===== config.mk =====
export PLATFORM = sky130hd
export DESIGN_NAME = serial_position_frame_receiver
export DESIGN_NICKNAME = d
export VERILOG_FILES = /design/src/sv/spfr_pkg.sv /design/src/sv/serial_position_frame_receiver.sv /design/src/sv/spfr_parser.sv /design/src/sv/spfr_out_reg.sv
export VERILOG_INCLUDE_DIRS = /design/src /design/src/sv
export SDC_FILE = /design/constraint.sdc
export NUM_CORES = 1
export LEC_CHECK = 0
export ABC_AREA = 1
export BUFFER_PORTS_ARGS = -buffer_cell sky130_fd_sc_hd__buf_2
export CAP_MARGIN = 20
export CORE_MARGIN = 1
export CORE_UTILIZATION = 30
export DETAILED_ROUTE_END_ITERATION = 8
export GPL_TIMING_DRIVEN = 1
export SLEW_MARGIN = 25
export SYNTH_ARGS = -nofsm -noshare
export SYNTH_HDL_FRONTEND = slang
export SYNTH_SLANG_ARGS = --single-unit

===== constraint.sdc =====
create_clock -name clk -period 52.6 [get_ports clk]
set_input_delay 2.63 -clock clk [delete_from_list [all_inputs] [get_ports clk]]
set_output_delay 2.63 -clock clk [all_outputs]
set_load 0.05 [all_outputs]

===== src/sv/serial_position_frame_receiver_assert.svh =====
// Assertion macros shared by the frame receiver RTL.
`ifndef SERIAL_POSITION_FRAME_RECEIVER_ASSERT_SVH
`define SERIAL_POSITION_FRAME_RECEIVER_ASSERT_SVH

`ifndef SYNTHESIS
// Same-cycle implication, checked out of reset.
`define SPFR_ASSERT_IMPL(label, ante, cons) \
  label: assert property (@(posedge clk) disable iff (!rst_n) (ante) |-> (cons)) \
    else $error("spfr check failed");
// Next-cycle implication, checked out of reset.
`define SPFR_ASSERT_NEXT(label, ante, cons) \
  label: assert property (@(posedge clk) disable iff (!rst_n) (ante) |=> (cons)) \
    else $error("spfr check failed");
`else
`define SPFR_ASSERT_IMPL(label, ante, cons)
`define SPFR_ASSERT_NEXT(label, ante, cons)
`endif

`endif


===== src/sv/spfr_pkg.sv =====
// Types and frame constants for the serial position frame receiver.
package spfr_pkg;

  localparam int unsigned PAYLOAD_BYTES = 24;
  localparam int unsigned CSUM_BYTES    = 2;

  localparam logic [7:0] HDR_FIRST  = 8'hFC;
  localparam logic [7:0] HDR_SECOND = 8'hFB;
  localparam logic [7:0] FRAME_LEN  = 8'h18;
  localparam logic [7:0] FTR_FIRST  = 8'hFD;
  localparam logic [7:0] FTR_SECOND = 8'hFE;
  localparam logic [7:0] DEVICE_ID_RST = 8'h01;

  localparam logic [4:0] PAYLOAD_LAST = 5'(PAYLOAD_BYTES - 1);
  localparam logic [4:0] CSUM_LAST    = 5'(CSUM_BYTES - 1);

  // Parser phase, one-hot
  typedef enum logic [7:0] {
    PH_IDLE    = 8'b0000_0001,
    PH_HDR2    = 8'b0000_0010,
    PH_ID      = 8'b0000_0100,
    PH_LEN     = 8'b0000_1000,
    PH_PAYLOAD = 8'b0001_0000,
    PH_CSUM    = 8'b0010_0000,
    PH_FTR1    = 8'b0100_0000,
    PH_FTR2    = 8'b1000_0000
  } phase_t;

  // Six little-endian payload words of one frame
  typedef struct packed {
    logic [31:0] yaw;
    logic [31:0] pos_x;
    logic [31:0] pos_y;
    logic [31:0] omega;
    logic [31:0] vel_x;
    logic [31:0] vel_y;
  } frame_words_t;

  // Parser status toward the top level
  typedef struct packed {
    logic emit;     // accepted byte completes a good frame
    logic at_ftr2;  // next byte may complete a frame
  } parse_stat_t;

endpackage


===== src/sv/serial_position_frame_receiver.sv =====
// Top level of the serial position frame receiver.
//
// Input channel: one serial byte per transfer on in_rx_byte (in_valid/in_ready).
// Output channel: one decoded frame per transfer, six 32-bit float bit patterns
// (out_valid/out_ready), words taken little-endian from the 24 payload bytes.
// cfg_wr_en/cfg_wr_data set the expected device ID byte (reset value 0x01);
// write it only while no frame is in flight.
// Throughput: one byte per cycle unless in_ready is low (see Stall). The parser
// phase, counter and payload shift line update in the cycle a byte is taken.
// Latency: the frame appears on out_valid the cycle after its closing 0xFE
// byte is taken, from the result register.
// Stall: a waiting result does not block input; only the byte that can close
// a frame (second footer position) is held off while the result register is
// still full and out_ready is low.
// Reset (rst_n, synchronous): parser to idle, result register empty, device
// ID back to 0x01. The payload store has no reset; it is fully rewritten by
// every frame before it is read.
module serial_position_frame_receiver (
  input  logic        clk,
  input  logic        rst_n,
  input  logic        in_valid,
  output logic        in_ready,
  input  logic [7:0]  in_rx_byte,
  output logic        out_valid,
  input  logic        out_ready,
  output logic [31:0] out_yaw_bits,
  output logic [31:0] out_pos_x_bits,
  output logic [31:0] out_pos_y_bits,
  output logic [31:0] out_omega_bits,
  output logic [31:0] out_vel_x_bits,
  output logic [31:0] out_vel_y_bits,
  input  logic        cfg_wr_en,
  input  logic [7:0]  cfg_wr_data
);
  import spfr_pkg::*;

  logic [7:0]   device_id_r, device_id_nxt;
  logic         in_fire;
  parse_stat_t  stat;
  frame_words_t words;
  frame_words_t words_q;

  // Device ID register
  assign device_id_nxt = cfg_wr_en ? cfg_wr_data : device_id_r;

  always_ff @(posedge clk) begin
    if (!rst_n) begin
      device_id_r <= DEVICE_ID_RST;
    end else begin
      device_id_r <= device_id_nxt;
    end
  end

  // Hold off only a byte that could load a full result register
  assign in_ready = !out_valid || out_ready || !stat.at_ftr2;
  assign in_fire  = in_valid && in_ready;

  spfr_parser u_parser (
    .clk       (clk),
    .rst_n     (rst_n),
    .in_fire   (in_fire),
    .rx_byte   (in_rx_byte),
    .device_id (device_id_r),
    .stat      (stat),
    .words     (words)
  );

  spfr_out_reg u_out_reg (
    .clk       (clk),
    .rst_n     (rst_n),
    .load      (stat.emit),
    .words     (words),
    .out_ready (out_ready),
    .out_valid (out_valid),
    .words_q   (words_q)
  );

  assign out_yaw_bits   = words_q.yaw;
  assign out_pos_x_bits = words_q.pos_x;
  assign out_pos_y_bits = words_q.pos_y;
  assign out_omega_bits = words_q.omega;
  assign out_vel_x_bits = words_q.vel_x;
  assign out_vel_y_bits = words_q.vel_y;

  `include "serial_position_frame_receiver_assert.svh"

  `SPFR_ASSERT_IMPL(a_no_overwrite, stat.emit, !out_valid || out_ready)
  `SPFR_ASSERT_NEXT(a_emit_shows, stat.emit, out_valid)

endmodule


===== src/sv/spfr_parser.sv =====
// Frame parser: phase tracking, byte counter and payload shift store.
module spfr_parser (
  input  logic                  clk,
  input  logic                  rst_n,
  input  logic                  in_fire,
  input  logic [7:0]            rx_byte,
  input  logic [7:0]            device_id,
  output spfr_pkg::parse_stat_t stat,
  output spfr_pkg::frame_words_t words
);
  import spfr_pkg::*;

  phase_t      phase_r, phase_nxt;
  logic [4:0]  count_r, count_nxt;
  logic        shift_en;
  logic        emit;
  logic [PAYLOAD_BYTES-1:0][7:0] store_r;

  // Next phase and counter for the accepted byte
  always_comb begin
    phase_nxt = phase_r;
    count_nxt = count_r;
    shift_en  = 1'b0;
    emit      = 1'b0;
    if (in_fire) begin
      unique case (phase_r)
        PH_IDLE: begin
          if (rx_byte == HDR_FIRST) phase_nxt = PH_HDR2;
        end
        PH_HDR2: begin
          phase_nxt = (rx_byte == HDR_SECOND) ? PH_ID : PH_IDLE;
        end
        PH_ID: begin
          phase_nxt = (rx_byte == device_id) ? PH_LEN : PH_IDLE;
        end
        PH_LEN: begin
          if (rx_byte == FRAME_LEN) begin
            phase_nxt = PH_PAYLOAD;
            count_nxt = '0;
          end else begin
            phase_nxt = PH_IDLE;
          end
        end
        PH_PAYLOAD: begin
          shift_en = 1'b1;
          if (count_r == PAYLOAD_LAST) begin
            phase_nxt = PH_CSUM;
            count_nxt = '0;
          end else begin
            count_nxt = count_r + 5'd1;
          end
        end
        PH_CSUM: begin
          // checksum bytes are skipped unchecked
          if (count_r == CSUM_LAST) begin
            phase_nxt = PH_FTR1;
            count_nxt = '0;
          end else begin
            count_nxt = count_r + 5'd1;
          end
        end
        PH_FTR1: begin
          phase_nxt = (rx_byte == FTR_FIRST) ? PH_FTR2 : PH_IDLE;
        end
        PH_FTR2: begin
          emit      = (rx_byte == FTR_SECOND);
          phase_nxt = PH_IDLE;
        end
        default: begin
          phase_nxt = PH_IDLE;
        end
      endcase
    end
  end

  // Control state
  always_ff @(posedge clk) begin
    if (!rst_n) begin
      phase_r <= PH_IDLE;
      count_r <= '0;
    end else begin
      phase_r <= phase_nxt;
      count_r <= count_nxt;
    end
  end

  // Payload shift line: first payload byte ends up in entry 0
  always_ff @(posedge clk) begin
    if (shift_en) begin
      store_r <= {rx_byte, store_r[PAYLOAD_BYTES-1:1]};
    end
  end

  // Little-endian word assembly
  assign words.yaw   = {store_r[3],  store_r[2],  store_r[1],  store_r[0]};
  assign words.pos_x = {store_r[7],  store_r[6],  store_r[5],  store_r[4]};
  assign words.pos_y = {store_r[11], store_r[10], store_r[9],  store_r[8]};
  assign words.omega = {store_r[15], store_r[14], store_r[13], store_r[12]};
  assign words.vel_x = {store_r[19], store_r[18], store_r[17], store_r[16]};
  assign words.vel_y = {store_r[23], store_r[22], store_r[21], store_r[20]};

  assign stat.emit    = emit;
  assign stat.at_ftr2 = (phase_r == PH_FTR2);

  `include "serial_position_frame_receiver_assert.svh"

  `SPFR_ASSERT_IMPL(a_count_range, 1'b1, count_r <= PAYLOAD_LAST)
  `SPFR_ASSERT_NEXT(a_payload_done, in_fire && phase_r == PH_PAYLOAD && count_r == PAYLOAD_LAST, phase_r == PH_CSUM)
  `SPFR_ASSERT_NEXT(a_emit_to_idle, emit, phase_r == PH_IDLE)

endmodule


===== src/sv/spfr_out_reg.sv =====
// Result register holding one decoded frame until the consumer takes it.
module spfr_out_reg (
  input  logic                   clk,
  input  logic                   rst_n,
  input  logic                   load,
  input  spfr_pkg::frame_words_t words,
  input  logic                   out_ready,
  output logic                   out_valid,
  output spfr_pkg::frame_words_t words_q
);
  import spfr_pkg::*;

  logic         valid_r, valid_nxt;
  frame_words_t words_r;

  // Valid: set on load, cleared on transfer
  always_comb begin
    valid_nxt = valid_r;
    if (load) begin
      valid_nxt = 1'b1;
    end else if (out_ready) begin
      valid_nxt = 1'b0;
    end
  end

  always_ff @(posedge clk) begin
    if (!rst_n) begin
      valid_r <= 1'b0;
    end else begin
      valid_r <= valid_nxt;
    end
  end

  // Payload needs no reset
  always_ff @(posedge clk) begin
    if (load) begin
      words_r <= words;
    end
  end

  assign out_valid = valid_r;
  assign words_q   = words_r;

endmodule

-- Yosys cells after proc, flatten, opt, wreduce, memory -nomap -nowiden
Index checks and enable logic that the tools add are counted.
- register bits after elaboration: 406
- output and inout bits: 194
- add/subtract/negate cells: 1
- equality and inequality tests: 20
- mux-type cells: 18
- reductions and logical operators: 9
- operator list (operator ; number):
    8-bit one-hot mux with 7 select lines ; 1
    8-bit equality test (second input constant) ; 5
    8-bit two-way mux ; 4
    5-bit two-way mux ; 4
    8-bit by 5-bit equality test with 1-bit output (second input constant) ; 2
    5-bit one-hot mux with 3 select lines ; 1
    8-bit by 1-bit equality test with 1-bit output (second input constant) ; 1
    8-bit by 2-bit equality test with 1-bit output (second input constant) ; 1
    8-bit by 3-bit equality test with 1-bit output (second input constant) ; 1
    8-bit by 4-bit equality test with 1-bit output (second input constant) ; 1
    8-bit by 6-bit equality test with 1-bit output (second input constant) ; 1
    8-bit by 7-bit equality test with 1-bit output (second input constant) ; 1
    8-bit equality test ; 1
    2-bit by 1-bit inequality test with 1-bit output (second input constant) ; 4
    1-bit two-way mux ; 6
    5-bit by 1-bit adder with 5-bit output (second input constant) ; 1
    5-bit by 1-bit equality test with 1-bit output (second input constant) ; 1
    5-bit equality test (second input constant) ; 1
    4-bit two-way mux ; 1
    4-bit AND reduction ; 1
    3-bit two-way mux ; 1
    3-bit AND reduction ; 1
    3-bit nonzero test ; 1
    1-bit zero test ; 2
    other kinds (3) ; 4

-- Depth between registers and ports, before layout
- depth in word-level cells: 6
- mapped depth: 12

-- By module
A second synthesis with hierarchy kept.
- cell total of the unflattened synthesis: 660
- area, all modules: 13132.6 µm²
- by module, submodules not included (module ; instances ; cells an instance ; area each (µm²) ; sequential area each (µm²)):
    spfr_parser ; 1 ; 407 ; 6964.2 ; 6025.8
    spfr_out_reg ; 1 ; 198 ; 5809.3 ; 5785.5
    serial_position_frame_receiver ; 1 ; 55 ; 359.1 ; 160.2

-- Least setup slack after synthesis
No wires, ideal clock.
- path type: in2reg
- start point: in out_ready
- end point: reg u_out_reg.words_r, in the netlist u_out_reg.words_q[0] (enable)
- library setup time: 1.214 ns
- arrival time: 21.057 ns
- data required time: 51.386 ns
- slack: 30.329 ns
- stages on the path: 4
- buffers on the path: 0
- path through: nor2_1 > nand3_4 > nand2_2 > nor4_1
- longest elaborated chain between the ends: 4
- ends and longest elaborated chain (what ; RTL line ; RTL):
    from (decl) ; serial_position_frame_receiver.sv:25 ; input logic out_ready,
    1-bit logical OR (2 in series) ; serial_position_frame_receiver.sv:55 ; assign in_ready = !out_valid || out_ready || !stat.at_ftr2;
    net in_ready ; serial_position_frame_receiver.sv:22 ; output logic in_ready,
    1-bit logical AND ; serial_position_frame_receiver.sv:56 ; assign in_fire = in_valid && in_ready;
    1-bit two-way mux ; spfr_parser.sv:25 ; if (in_fire) begin
    net u_out_reg.load ; spfr_out_reg.sv:5 ; input logic load,
    to (signal assigned) ; spfr_out_reg.sv:37 ; words_r <= words;
    to (decl) ; spfr_out_reg.sv:14 ; frame_words_t words_r;
The timed path passes the listed nets, and every way through them passes these cells.
A chain may end at the register's enable or synchronous reset.

-- Final worst setup path
- start point: in out_ready
- end point: out in_ready
- longest elaborated chain between the ends: 2
- ends and longest elaborated chain (what ; RTL line):
    1-bit logical OR (2 in series) ; serial_position_frame_receiver.sv:55
    to (decl) ; serial_position_frame_receiver.sv:22
Every way passes these cells.

==> results_dict.tcl <==
set metrics [dict create \
    coreArea_mm2 0.0432 \
    die_w_um 212 \
    run_status "finished clean" \
    drive_above_1_share 0.314 \
    netlist_area_mm2 0.0132 \
    dpl-instance-area_mm2 0.0150 \
    cts_tree "done" \
    crit_buf_inv 2 \
    clk_pin_slew_ps 60 \
    synth_area_per_cell_um2 19.6 \
    clock_skew_ps 15.6 \
    cts_made_buffers 42 \
    place_hpwl_um 15000 \
    area_growth_pct 23.9 \
    max_stage_delay_ps 230 \
    syn_inst 672 \
    synth_top_family_by_area "simple AND/OR/NAND/NOR gates" \
    routed_wl_um 23900 \
    gr-total-overflow 0 \
    ctsRootBufferMaster "clkbuf_16" \
    final_nets 954 \
    cp_cell_sequence "buf_2 -> nor2_1 -> nand3_4 -> buf_2" \
    cts_resized 0 \
    report.final.slew_viol_count 0 \
    port_buffers 214 \
    tns_ps 0 \
    post-route-period-util 0.113 \
    cts_hold_buf 0 \
    cp-start-kind "input pin" \
    clockBufferDepth 3 \
    worstMarginPinSlew_ps 1120 \
    rows 76 \
    die-area_mm2 0.0448 \
    cp_max_fo 3 \
    synth_mux_area_frac 0 \
    antenna_found_initial 0 \
    fin_area_mm2 0.0163 \
    drc 0 \
    rsz0062_at_grt "false" \
    post_cts_buffers 0 \
    yosysWarnings 0 \
    start_util 0.305 \
    drtIter0Drc 438 \
    synth-simple-area-share 0.0662 \
    first_global_vias 6077 \
    vias_per_cell 4.08 \
    crit_required_ps 49970 \
    clock-sinks 406 \
    ir_drop_v 0.0000234 \
    syn_nets 695 \
    end_kind "output pin" \
    maxSlewHeadroom 0.252 \
    min_path_type "register to register" \
    ys_ff_latch 406 \
    ys_types 26 \
    cp_slowest_cell "nor2_1" \
    setup_viol 0 \
    period_minus_slack_ps 5950 \
    fmax_ghz 0.168 \
    finalHoldViolCount 0 \
    crit_type "input pin to output pin" \
    die_h_um 212 \
    cp_common_cell "buf_2" \
    antennaDiodeCount 0 \
    synth_compound_area_frac 0.00608 \
    grt_max_degree 161 \
    seq_area_frac_synth 0.909 \
    grt_pass1_wl_um 35500 \
    power.density_mw_per_mm2 41.9 \
    gp_congestion 0.829 \
    io_pins 215 \
    wl_per_cell_um 15.5 \
    critPathArrivalTime_ps 3320 \
    first_pass_iters 5 \
    grt_usage 0.106 \
    drtAntennaViolNets 0 \
    clock_latency_ps 550 \
    maxCapViolations 0 \
    power.leakage_nw 5.76 \
    vias 6305 \
    h-tree-depth 2 \
    synthAdderAreaFrac 0.00190 \
    synth_xor_area_frac 0.00332 \
    crit_family "simple AND/OR/NAND/NOR gates" \
    power_mw 0.685 \
]
==> worst reg2reg max path, cell delays in order (launching register included) <==
cell and delay, ps:
dfxtp_1 350, nor2_1 180, nand2_2 130, inv_4 130, nand2_1 170, nor2_4 160
buf_4 680, buf_6 750
==> power by group <==
part | internal [mW] | switching, mW
clock network | 0.166 | 0.118
logic | 0.0114 | 0.0259
registers | 0.358 | 0.00504
total | 0.535 | 0.149
==> cells in the mapped netlist <==
cell type	number	area, µm²
xnor2_1	3	26.3
nand3_1	15	75.1
inv_4	1	6.26
nand2_4	2	22.5
o21ai_0	8	40.0
nand2_2	5	31.3
xor2_1	2	17.5
buf_2	1	5.00
dfxtp_1	22	440
nor2_1	66	248
nor2_4	3	33.8
nand3b_1	1	7.51
nor3_1	1	5.00
ha_1	2	25.0
inv_2	4	15.0
clkbuf_1	2	7.51
inv_1	36	135
buf_8	1	15.0
nand4_1	1	6.26
nand3_2	3	30.0
nand2_1	92	345
a21oi_1	8	40.0
edfxtp_1	384	11500
nand3_4	1	17.5
nor2_2	6	37.5
nor4_1	2	12.5
==> path summary, 6_finish.rpt <==
kind | start | endpoint | slack (ps) | cells after the start
worst max-delay path | out_ready | in_ready | 46650 | 4
worst min-delay path | u_parser.words[163] | u_out_reg.words_q[163] | 420 | 0
worst max register to register | u_parser.phase_r[0] | u_parser.words[135] | 49610 | 7
worst min register to register | u_parser.words[163] | u_out_reg.words_q[163] | 420 | 0
==> cell families (layout without fill, tap and decap cells) <==
logic type	count (synthesis)	in the layout
adders and majority gates	2	2
buffers and inverters	45	335
AOI/OAI and AO/OA	16	16
and+or+nand+nor	198	198
DFF	406	406
xor gates and xnor gates	5	5
==> through the flow <==
step	cells	hold slack (ps)	util	setup WS [ps]
4_1_cts	1547	420	0.378	46650
3_3_place_gp	1472	401	0.348	46690
6_report	1547	419	0.378	46650
5_1_grt	1547	433	0.378	46620
2_1_floorplan	672	400	-	30330
3_5_place_dp	1472	405	0.348	46660
==> sequential cells by signal (all words and copies together) (netlist names) <==
signal               count
device_id_r              8
u_out_reg.words_q      192
u_out_reg.out_valid      1
u_parser.phase_r         8
u_parser.words         192
u_parser.count_r         5
==> area by class of cell <==
type	instances	area, µm²
clock buffer	58	1130
clock inverter	17	179
fill	4041	26800
inverter	41	156
multi-input combinational	221	1030
sequential	406	12000
tap	585	732
timing repair buffer	219	1120
==> metal layers <==
layer | vias up | GRT usage | part of all wire
met4 | 0 | 0.0512 | 0.030
met5 | - | 0 | 0
li1 | 2980 | - | -
met2 | 250 | 0.148 | 0.42
met3 | 47 | 0.0479 | 0.11
met1 | 3028 | 0.140 | 0.44
==> cells in the final DEF, fill, tap and decap left out, types with 2 or more instances in the layout <==
master	synthesis	layout
buf_2	1	214
nand3_2	3	3
edfxtp_1	384	384
nand3_1	15	15
bufinv_16	0	3
a21oi_1	8	8
clkbuf_16	0	43
ha_1	2	2
xor2_1	2	2
nand2_1	92	92
clkbuf_1	2	15
nor2_2	6	6
inv_1	36	36
inv_6	0	4
nor2_4	3	4
buf_4	0	3
dfxtp_1	22	22
nand2_4	2	2
clkinvlp_4	0	2
clkinv_1	0	4
nor2_1	66	65
o21ai_0	8	8
clkinv_2	0	3
xnor2_1	3	3
nand2_2	5	5
inv_2	4	4
(Power assumes the default switching activity.)
